**src/rtl/core/scd_pkg.sv**
```systemverilog
package scd_pkg;

  // Frame buffer depth; lengths beyond it are cut to it.
  localparam int FRAME_DEPTH = 32;
  localparam int LEN_W       = 6;
  localparam int CFG_IDX_W   = 8;
  localparam int WORD_W      = 32;

  localparam logic [LEN_W-1:0] DEPTH_LEN      = LEN_W'(FRAME_DEPTH);
  localparam logic [LEN_W-1:0] DEFAULT_LEN    = LEN_W'(15);
  localparam logic [LEN_W-1:0] MOTION_MIN_LEN = LEN_W'(15);
  localparam logic [LEN_W-1:0] PLAIN_MIN_LEN  = LEN_W'(3);
  localparam logic [7:0]       START_BYTE     = 8'h40;

  // Frame positions of the command byte and the motion words (little endian).
  localparam int CMD_POS     = 1;
  localparam int SPEED_POS   = 2;
  localparam int HEADING_POS = 6;
  localparam int TURN_POS    = 10;
  localparam int STORE_LAST  = TURN_POS + 3;

  localparam int OUT_DATA_W = 8 + 3 * WORD_W + 8 + 8;

  typedef enum logic [CFG_IDX_W-1:0] {
    REG_MOTION_CODE = 8'd0,
    REG_PLAIN_CODE  = 8'd1,
    REG_MOTION_LEN  = 8'd2,
    REG_PLAIN_LEN   = 8'd3
  } reg_idx_t;

  typedef enum logic [1:0] {
    STAT_MOTION_OK = 2'd0,
    STAT_PLAIN_OK  = 2'd1,
    STAT_OTHER_OK  = 2'd2,
    STAT_BAD_SUM   = 2'd3
  } status_t;

  typedef struct packed {
    logic [7:0]       motion_code;
    logic [7:0]       plain_code;
    logic [LEN_W-1:0] motion_len;
    logic [LEN_W-1:0] plain_len;
  } cfg_t;

  typedef struct packed {
    status_t           status;
    logic [7:0]        cmd;
    logic [WORD_W-1:0] speed;
    logic [WORD_W-1:0] heading;
    logic [WORD_W-1:0] turn_rate;
    logic [7:0]        calc_sum;
    logic [7:0]        rx_sum;
  } result_t;

  function automatic logic [LEN_W-1:0] clamp_len(input logic [LEN_W-1:0] len,
                                                 input logic [LEN_W-1:0] lo);
    logic [LEN_W-1:0] v;
    v = len;
    if (v < lo) v = lo;
    if (v > DEPTH_LEN) v = DEPTH_LEN;
    return v;
  endfunction

endpackage

```
**src/rtl/core/scd_cfg_regs.sv**
```systemverilog
module scd_cfg_regs
  import scd_pkg::*;
(
  input  logic                 clk,
  input  logic                 rst_n,
  input  logic                 wr_en,
  input  logic [CFG_IDX_W-1:0] wr_idx,
  input  logic [31:0]          wr_data,
  output cfg_t                 cfg
);

  cfg_t cfg_r;

  always_ff @(posedge clk) begin
    if (!rst_n) begin
      cfg_r.motion_code <= 8'd97;
      cfg_r.plain_code  <= 8'd122;
      cfg_r.motion_len  <= LEN_W'(15);
      cfg_r.plain_len   <= LEN_W'(15);
    end else if (wr_en) begin
      unique case (wr_idx)
        REG_MOTION_CODE: cfg_r.motion_code <= wr_data[7:0];
        REG_PLAIN_CODE:  cfg_r.plain_code  <= wr_data[7:0];
        REG_MOTION_LEN:  cfg_r.motion_len  <= wr_data[LEN_W-1:0];
        REG_PLAIN_LEN:   cfg_r.plain_len   <= wr_data[LEN_W-1:0];
        default: ;
      endcase
    end
  end

  assign cfg = cfg_r;

endmodule

```
**src/rtl/core/scd_in_reg.sv**
```systemverilog
module scd_in_reg
  import scd_pkg::*;
(
  input  logic       clk,
  input  logic       rst_n,
  input  logic       s_valid,
  output logic       s_ready,
  input  logic [7:0] s_data,
  output logic       vld,
  output logic [7:0] data,
  input  logic       take
);

  logic       vld_r;
  logic [7:0] data_r;

  assign s_ready = !vld_r || take;

  always_ff @(posedge clk) begin
    if (!rst_n) begin
      vld_r <= 1'b0;
    end else if (s_ready) begin
      vld_r <= s_valid;
    end
  end

  always_ff @(posedge clk) begin
    if (s_valid && s_ready) begin
      data_r <= s_data;
    end
  end

  assign vld  = vld_r;
  assign data = data_r;

endmodule

```
**src/rtl/core/scd_parser.sv**
```systemverilog
module scd_parser
  import scd_pkg::*;
(
  input  logic       clk,
  input  logic       rst_n,
  input  cfg_t       cfg,
  input  logic       go,
  input  logic [7:0] rx,
  output logic       res_vld,
  output result_t    res
);

  logic [LEN_W-1:0]  cnt_r, cnt_nxt;
  logic [LEN_W-1:0]  exp_r, exp_nxt;
  logic [7:0]        sum_r, sum_nxt;
  logic [WORD_W-1:0] speed_r, speed_nxt;
  logic [WORD_W-1:0] heading_r, heading_nxt;
  logic [WORD_W-1:0] turn_r, turn_nxt;
  logic [7:0]        store_r [CMD_POS:STORE_LAST];
  logic [7:0]        store_nxt [CMD_POS:STORE_LAST];
  logic [LEN_W-1:0]  count;
  logic [LEN_W-1:0]  exp_len;

  // Byte positions seen with the current byte already written.
  always_comb begin
    for (int k = CMD_POS; k <= STORE_LAST; k++) begin
      store_nxt[k] = (cnt_r == LEN_W'(k)) ? rx : store_r[k];
    end
  end

  assign count = cnt_r + LEN_W'(1);

  always_comb begin
    if (count == LEN_W'(2)) begin
      if (rx == cfg.motion_code) exp_len = clamp_len(cfg.motion_len, MOTION_MIN_LEN);
      else if (rx == cfg.plain_code) exp_len = clamp_len(cfg.plain_len, PLAIN_MIN_LEN);
      else exp_len = DEFAULT_LEN;
    end else begin
      exp_len = exp_r;
    end
  end

  always_comb begin
    cnt_nxt     = cnt_r;
    exp_nxt     = exp_r;
    sum_nxt     = sum_r;
    speed_nxt   = speed_r;
    heading_nxt = heading_r;
    turn_nxt    = turn_r;
    res_vld     = 1'b0;
    res.status  = STAT_BAD_SUM;
    res.cmd     = store_nxt[CMD_POS];
    res.calc_sum = sum_r;
    res.rx_sum  = rx;
    if (cnt_r == '0) begin
      cnt_nxt = (rx == START_BYTE) ? LEN_W'(1) : '0;
      exp_nxt = DEFAULT_LEN;
      sum_nxt = '0;
    end else if (count < exp_len) begin
      cnt_nxt = count;
      exp_nxt = exp_len;
      sum_nxt = sum_r + rx;
    end else begin
      // checksum byte: close the frame
      res_vld = 1'b1;
      if (sum_r != rx) begin
        res.status = STAT_BAD_SUM;
      end else if (res.cmd == cfg.motion_code) begin
        res.status  = STAT_MOTION_OK;
        speed_nxt   = {store_nxt[SPEED_POS+3], store_nxt[SPEED_POS+2],
                       store_nxt[SPEED_POS+1], store_nxt[SPEED_POS]};
        heading_nxt = {store_nxt[HEADING_POS+3], store_nxt[HEADING_POS+2],
                       store_nxt[HEADING_POS+1], store_nxt[HEADING_POS]};
        turn_nxt    = {store_nxt[TURN_POS+3], store_nxt[TURN_POS+2],
                       store_nxt[TURN_POS+1], store_nxt[TURN_POS]};
      end else if (res.cmd == cfg.plain_code) begin
        res.status = STAT_PLAIN_OK;
      end else begin
        res.status = STAT_OTHER_OK;
      end
      cnt_nxt = '0;
      exp_nxt = DEFAULT_LEN;
      sum_nxt = '0;
    end
    res.speed     = speed_nxt;
    res.heading   = heading_nxt;
    res.turn_rate = turn_nxt;
  end

  always_ff @(posedge clk) begin
    if (!rst_n) begin
      cnt_r     <= '0;
      exp_r     <= DEFAULT_LEN;
      sum_r     <= '0;
      speed_r   <= '0;
      heading_r <= '0;
      turn_r    <= '0;
    end else if (go) begin
      cnt_r     <= cnt_nxt;
      exp_r     <= exp_nxt;
      sum_r     <= sum_nxt;
      speed_r   <= speed_nxt;
      heading_r <= heading_nxt;
      turn_r    <= turn_nxt;
    end
  end

  always_ff @(posedge clk) begin
    if (go) begin
      for (int k = CMD_POS; k <= STORE_LAST; k++) begin
        store_r[k] <= store_nxt[k];
      end
    end
  end

endmodule

```
**src/rtl/core/scd_out_reg.sv**
```systemverilog
module scd_out_reg
  import scd_pkg::*;
(
  input  logic    clk,
  input  logic    rst_n,
  input  logic    load,
  input  result_t res,
  output logic    space,
  output logic    m_valid,
  input  logic    m_ready,
  output result_t m_res
);

  logic    vld_r;
  result_t res_r;

  assign space = !vld_r || m_ready;

  always_ff @(posedge clk) begin
    if (!rst_n) begin
      vld_r <= 1'b0;
    end else if (space) begin
      vld_r <= load;
    end
  end

  always_ff @(posedge clk) begin
    if (space && load) begin
      res_r <= res;
    end
  end

  assign m_valid = vld_r;
  assign m_res   = res_r;

endmodule

```
**src/rtl/core/serial_command_deframer.sv**
```systemverilog
// Serial command deframer.
// in_*  : one received byte per transfer (in_tdata[7:0] = rx_byte).
// out_* : one transfer per finished frame; out_tuser carries the frame status
//         (motion ok, plain ok, unknown command ok, checksum mismatch), out_tdata
//         the command byte, the three held motion words, and both checksums.
// cfg_* : register writes (index 0 motion code, 1 plain code, 2 motion frame
//         length, 3 plain frame length); always ready, write only when idle.
// Frames open with '@'; other leading bytes are dropped silently. The command
// byte fixes the frame length; the last byte is the checksum of the bytes
// between start and checksum.
// Throughput: one byte per cycle while the result register is free or being read;
// the parse step sits between the input register and the result register.
// A checksum byte passes the input register and the combinational parse step;
// its result is then registered in the output register that drives out_tvalid.
// Reset clears the frame counter, running sum, held words and both pipeline
// valids; registers return to 'a', 'z', 15, 15.
// When the receiver stalls, the result stays put, the parse stage stops, and
// in_tready drops once the input register is also full; nothing is lost.
module serial_command_deframer
  import scd_pkg::*;
(
  input  logic                  clk,
  input  logic                  rst_n,
  input  logic                  in_tvalid,
  output logic                  in_tready,
  input  logic [7:0]            in_tdata,   // [7:0] rx_byte
  output logic                  out_tvalid,
  input  logic                  out_tready,
  output logic [OUT_DATA_W-1:0] out_tdata,  // [7:0] command_byte, [39:8] speed_bits,
                                            // [71:40] heading_bits,
                                            // [103:72] turn_rate_bits,
                                            // [111:104] computed_sum,
                                            // [119:112] received_sum
  output logic [1:0]            out_tuser,  // [1:0] frame_status
  input  logic                  cfg_valid,
  output logic                  cfg_ready,
  input  logic [CFG_IDX_W-1:0]  cfg_index,
  input  logic [31:0]           cfg_data
);

  cfg_t       cfg;
  logic       byte_vld;
  logic [7:0] byte_q;
  logic       space;
  logic       go;
  logic       res_vld;
  result_t    res;
  result_t    out_res;

  assign cfg_ready = 1'b1;

  scd_cfg_regs u_cfg (
    .clk     (clk),
    .rst_n   (rst_n),
    .wr_en   (cfg_valid && cfg_ready),
    .wr_idx  (cfg_index),
    .wr_data (cfg_data),
    .cfg     (cfg)
  );

  // Parse step runs whenever a byte is held and the result slot can take one.
  assign go = byte_vld && space;

  scd_in_reg u_in (
    .clk     (clk),
    .rst_n   (rst_n),
    .s_valid (in_tvalid),
    .s_ready (in_tready),
    .s_data  (in_tdata),
    .vld     (byte_vld),
    .data    (byte_q),
    .take    (go)
  );

  scd_parser u_parse (
    .clk     (clk),
    .rst_n   (rst_n),
    .cfg     (cfg),
    .go      (go),
    .rx      (byte_q),
    .res_vld (res_vld),
    .res     (res)
  );

  scd_out_reg u_out (
    .clk     (clk),
    .rst_n   (rst_n),
    .load    (go && res_vld),
    .res     (res),
    .space   (space),
    .m_valid (out_tvalid),
    .m_ready (out_tready),
    .m_res   (out_res)
  );

  assign out_tuser = out_res.status;
  assign out_tdata = {out_res.rx_sum, out_res.calc_sum, out_res.turn_rate,
                      out_res.heading, out_res.speed, out_res.cmd};

endmodule

```
**config.mk**
```make
export PLATFORM = sky130hd
export DESIGN_NAME = serial_command_deframer
export DESIGN_NICKNAME = d
export VERILOG_FILES = /design/src/rtl/core/scd_pkg.sv /design/src/rtl/core/scd_cfg_regs.sv /design/src/rtl/core/scd_in_reg.sv /design/src/rtl/core/scd_parser.sv /design/src/rtl/core/scd_out_reg.sv /design/src/rtl/core/serial_command_deframer.sv
export SDC_FILE = /design/constraint.sdc
export NUM_CORES = 1
export LEC_CHECK = 0
export ABC_AREA = 1
export BUFFER_PORTS_ARGS = -buffer_cell sky130_fd_sc_hd__buf_2
export CAP_MARGIN = 5
export CORE_AREA = 2 2 171 173
export CTS_BUF_LIST = sky130_fd_sc_hd__clkbuf_8
export DETAILED_ROUTE_END_ITERATION = 8
export DIE_AREA = 0 0 173 175
export GPL_ROUTABILITY_DRIVEN = 0
export PLACE_DENSITY = 0.88
export SKIP_CTS_REPAIR_TIMING = 1
export SYNTH_ARGS = -nofsm -noshare
export SYNTH_HDL_FRONTEND = slang
export SYNTH_SLANG_ARGS = --single-unit
```
**constraint.sdc**
```tcl
create_clock -name clk -period 6.5 [get_ports clk]
set_input_delay 0.65 -clock clk [delete_from_list [all_inputs] [get_ports clk]]
set_output_delay 0.65 -clock clk [all_outputs]
set_load 0.01 [all_outputs]
```
==> impl_metrics.ini, run 1 <==
[floorplan]
ios = 178
rows = 62
start_util = 0.599
coreArea_mm2 = 0.0284
die-area_mm2 = 0.0303
die_h_um = 175
die_w_um = 173

[detailed_routing]
ant_nets = 0
top_layer = met4
drt-pass1-iter-count = 7
wl_per_cell_um = 15.7
wl_met3_mm = 3.01
num_vias = 13800
viasPerCell = 5.48
wl_mm = 39.5
wl_met1_mm = 15.6
met2RoutedLength_mm = 19.3
drt-initial-drc-count = 1334
route.detailed.drc = 0

[timing]
final.period_utilization = 0.745
fin_tns_setup_ns = 0
hold_viol = 0
setup_viol = 0
slew_viol_final = 0
final.setup_skew_ns = 0.0335
fin_crit_ns = 4.84
rsz0062_at_grt = no
slew-limit-headroom = 0.210
clock.fmax_ghz = 0.206
tightest_slew_ns = 1.18
worst_slack_ns = 1.66
holdWs_ns = 0.216

[hold_path]
hp-class = in2reg
hold_start = in_tdata[2]

[placed_design]
portBuffers = 152
pre_cts_slack_ns = 1.76
dp_hpwl_mm = 23.4

[cts]
cts_buffer_depth = 3
cts_sinks = 380
path_clk_slew_ns = 0.06
h-tree-depth = 2
cts_tree = built
clock_latency_ns = 0.62
root_buffer = clkbuf_8
cts_made_buffers = 57

[layout]
drive_gt1_frac = 0.128
syn_to_final_growth_pct = 12.2
fin_nets = 2160
num_antenna_cells = 0
final_util = 0.672
num-fill-cells = 2123

[global_route]
grt-ovfl-total = 0
grt_max_degree = 132
grt_pass1_vias = 13400
antenna_found_initial = 0
grt_use_total = 0.257
grt_first_pass_wirelength_mm = 63.6

[yosys]
yosysWarnings = 0
synthesis.area_mm2 = 0.0170
synth-async-reset-ratio = 0
synth.distinct_cells = 41
synth_most_common_cell = nand2_1
synth_edf_count = 234
synth-seq-area-share = 0.585
synth.area.top_cells = edfxtp_1 (41%), dfxtp_1 (17%), nand2_1 (10%)
syn_avg_cell_area_um2 = 8.63
synth_common_cells = nand2_1 (460), nor2_1 (305), inv_1 (235)
synth_ff_type = edfxtp_1
synth_top_area_cell = edfxtp_1
ys_ff_latch = 380
synth_top_area_frac = 0.413
syn_inst = 1972
synth_fp_nets = 2042

[critical_path]
timing.rr.start = u_in.data[5]
crit_type = reg2reg
critPathMaxFanout = 64
cp.arrival_ns = 5.13
required_ns = 6.79
critPathLaunch = u_in.data[5]
cp-start-kind = flop
cp-end-kind = flop

[power]
ir_worst_vdd_uv = 158
p_per_area_mw_per_mm2 = 262
power_w = 0.00499
leakagePower_nw = 8.73

[status]
status = completed

[run]
maxCapViolCount = 0
-- logic make-up after synthesis --
logic type	synth area share
AO/OA/AOI/OAI	0.0607
XOR/XNOR	0.0139
other	0.000220
buffers and inverters	0.0813
flip-flops	0.585
adder cells (fa/ha/maj)	0.0129
AND/OR/NAND/NOR	0.246
-- cell type report --
class	instances	area, um2	share of cell area
Sequential cell	380	9950	0.521
Multi-Input combinational cell	1250	5690	0.298
Clock buffer	71	977	0.0512
Inverter	243	923	0.0484
Timing Repair Buffer	158	818	0.0429
Tap cell	384	480	0.0252
Clock inverter	37	244	0.0128
-- layout by cell type (no fill, tap or decap), types with 2 or more instances in the layout --
cell,synthesis,layout
buf_4,8,5
nand4_1,7,7
nor2_1,305,305
inv_1,235,251
nor2_4,3,3
clkbuf_8,0,71
clkinv_2,0,12
nand2_4,0,2
buf_2,20,152
dfxtp_1,146,146
bufinv_16,0,3
o21ai_0,43,43
nor4_1,3,3
ha_1,16,16
nand3_1,220,220
nor3_1,4,4
edfxtp_1,234,234
a21o_1,2,2
xnor2_1,7,7
inv_2,5,5
nand2_2,5,3
a21oi_1,117,117
inv_8,0,2
o211ai_1,16,16
xor2_1,20,20
nand2_1,460,460
o21ai_2,7,7
clkinv_1,3,5
-- power breakdown --
group          switching, W  leakage, nW  internal, W
Combinational      0.000219         4.82    0.0000906
Clock              0.000924        0.707      0.00111
Sequential        0.0000353         3.20      0.00261
-- final timing paths --
kind	end	slack [ns]	depth (start not counted)
worst max-delay path	u_out.m_res[59]	1.66	16
worst min-delay path	u_in.data[2]	0.22	1
worst max register to register	u_out.m_res[59]	1.66	16
worst min register to register	u_out.m_res[13]	0.47	0
-- sequential cells by signal, summed over array words and instances, names as in the netlist --
signal             count
u_in.data              8
u_parse.speed_r       32
u_parse.store_r      104
u_out.m_valid          1
u_in.vld               1
u_parse.sum_r          8
u_out.m_res          122
u_parse.exp_r          6
u_parse.heading_r     32
u_parse.cnt_r          6
u_cfg.cfg             28
u_parse.turn_r        32
-- per-stage QoR --
step	instances	area, um2
final	2523	19100
after floorplan	1972	17000
after global routing	2523	19100
after detailed placement	2415	17900
after CTS	2523	19100
after global placement	2415	17900
-- critical path, cell delays in order, from the launching register on --
cell	delay, ns
edfxtp_1	0.54
inv_1	0.75
nand2_1	0.13
nand2_1	0.09
nand3_1	0.07
nor2_1	0.13
nand2_1	0.21
o311ai_0	0.46
o21ai_0	0.21
ha_1	0.34
nand4_1	0.10
nand2_1	0.07
clkinv_1	0.09
nand2_4	0.12
nand2_1	0.13
inv_4	0.66
buf_12	0.38
-- routing by layer --
| layer | global-route usage | up-vias |
|---|---|---|
| met3 | 0.0433 | 153 |
| met2 | 0.449 | 657 |
| met5 | 0 | - |
| li1 | - | 6610 |
| met4 | 0.118 | 0 |
| met1 | 0.313 | 6410 |
No activity file was read; power rests on OpenSTA's default activity.
==> run 2, diff against run 1 <==
clock period = 4.8 ns   (was 6.5 ns; I/O delays follow)
==> impl_metrics.ini, run 2 (same netlist as run 1, synthesis figures left out) <==
[critical_path]
timing.rr.start = u_in.data[7]
cp.arrival_ns = 4.56
r2r_slack_ns = 0.51
crit_type = reg2reg
cp-start-kind = flop
r2r_end = u_out.m_res[6]
crit_path_max_incr_delay_ns = 0.53
critPathMaxFanout = 23
reg2reg_depth = 16
crit_top_cell = nand2_1
cp_cell_sequence = inv_2 -> nand2_1 -> nand2_1 -> nand2_1 -> nor2_1 -> nand2_1 -> o311ai_0 -> o21ai_0 -> ha_1 -> nand4_1 -> nand2_1 -> clkinv_1 -> nand2_4 -> nand2_1 -> clkinvlp_4 -> buf_4
cp-end-kind = flop
cp_slowest_cell = edfxtp_1
required_ns = 5.07

[power]
power.internal_w = 0.00503
seq_power_share = 0.544
clkPwrFrac = 0.392
switching_share = 0.237
ir_worst_vdd_uv = 274
combPwrFrac = 0.065
leakagePower_nw = 8.73
switchingPower_w = 0.00156
p_per_area_mw_per_mm2 = 345

[cts]
root_buffer = clkbuf_8
cts_made_buffers = 55
cts_sinks = 380
cts_buffer_depth = 3
path_clk_slew_ns = 0.06
h-tree-depth = 2
clock_latency_ns = 0.61
cts_tree = built

[global_route]
grtUsageMet2 = 0.416
grt-ovfl-total = 0
gr-usage-met3 = 0.0352
grt_pass1_vias = 12700
use_met1 = 0.317
grt_max_degree = 222
grt_use_total = 0.245
antenna_found_initial = 0
grt_first_pass_wirelength_mm = 60.8
grt_most_used_layer = met2

[timing]
slew-limit-headroom = 0.248
rsz0062_at_grt = no
hold_viol = 0
fin_tns_setup_ns = 0
tightest_slew_ns = 1.13
setup_viol = 0
clock.fmax_ghz = 0.233
fin_crit_ns = 4.29
final.period_utilization = 0.894
slew_viol_final = 0
final.setup_skew_ns = 0.0242

[layout]
final_common_cell = nand2_1
num-fill-cells = 2116
final_cell_mix = nand2_1 (460), nor2_1 (305), inv_1 (247), edfxtp_1 (234), nand3_1 (220)
fin_nets = 2171
num_antenna_cells = 0
syn_to_final_growth_pct = 12.4
final_util = 0.674
fin_area_mm2 = 0.0191
drive_gt1_frac = 0.129
largest_reg_flops = 122

[hold_path]
hp-class = in2reg
hold_end = u_in.data[0]
hold_start = in_tdata[0]
min_path_cells = 1

[floorplan]
die_h_um = 175
coreArea_mm2 = 0.0284
rows = 62
start_util = 0.599
ios = 178
die-area_mm2 = 0.0303
die_w_um = 173

[detailed_routing]
ant_nets = 0
wl_mm = 37.5
drt-initial-drc-count = 1396
route.detailed.drc = 0
num_vias = 13600
drt-pass1-iter-count = 5
viasPerCell = 5.36
wl_per_cell_um = 14.8

[run]
maxCapViolCount = 0

[placed_design]
dp_hpwl_mm = 23.5
portBuffers = 152
dpl_cell_area_mm2 = 0.0180

[status]
status = completed
==> run 2: layout make-up <==
type	count	area [um2]	share of cell area
timing repair buffer	171	957	0.0500
clock buffer	62	853	0.0446
tap	384	480	0.0251
sequential	380	9950	0.520
inverter	243	926	0.0484
clock inverter	42	270	0.0141
multi-input combinational	1250	5690	0.297
==> run 2: power by group through the flow <==
stage / combinational (W) / clock [W] / sequential (W)
finish: 0.000425 / 0.00258 / 0.00358
global placement: 0.000395 / 0 / 0.00365
detailed placement: 0.000417 / 0 / 0.00365
global route: 0.000477 / 0.00274 / 0.00359
floorplan: 0.000301 / 0 / 0.00364
CTS: 0.000421 / 0.00261 / 0.00358
==> run 2: metrics by stage <==
step | hold WS (ns) | setup slack, ns | power [W] | std cells
6_report | 0.0704 | 0.509 | 0.00659 | 2532
3_5_place_dp | 0.459 | 0.482 | 0.00407 | 2428
4_1_cts | 0.0544 | 0.433 | 0.00662 | 2532
3_3_place_gp | 0.451 | 0.566 | 0.00404 | 2428
5_1_grt | 0.0487 | 0.0365 | 0.00681 | 2532
2_1_floorplan | 0.435 | 0.0424 | 0.00394 | 1972
==> run 2: worst max-delay path, delay by kind of cell (launching register included) <==
| family | cells | cell delay [ns] |
|---|---|---|
| buf+inv | 4 | 1.31 |
| simple gates | 9 | 1.12 |
| fa+ha+maj | 1 | 0.34 |
| flops | 1 | 0.53 |
| compound gates | 2 | 0.66 |
==> run 2: worst max-delay path by stage <==
stage / from / to / slack, ns / cells after the start
floorplan: u_parse.cnt_r[0] / u_out.m_res[0] / 0.04 / 18
global placement: u_in.data[7] / u_out.m_res[31] / 0.57 / 16
detailed placement: u_in.data[7] / u_parse.heading_r[29] / 0.48 / 18
CTS: u_in.data[7] / u_parse.speed_r[1] / 0.43 / 18
global route: u_in.data[7] / u_out.m_res[2] / 0.04 / 16
finish: u_in.data[7] / u_out.m_res[6] / 0.51 / 16
==> run 2: routing by layer <==
metal  vias to the layer above  routed length [um]
met3                       108                2760
met5                         -                   0
met2                       535               18100
met1                      6320               15200
met4                         0                1370
li1                       6618                   -
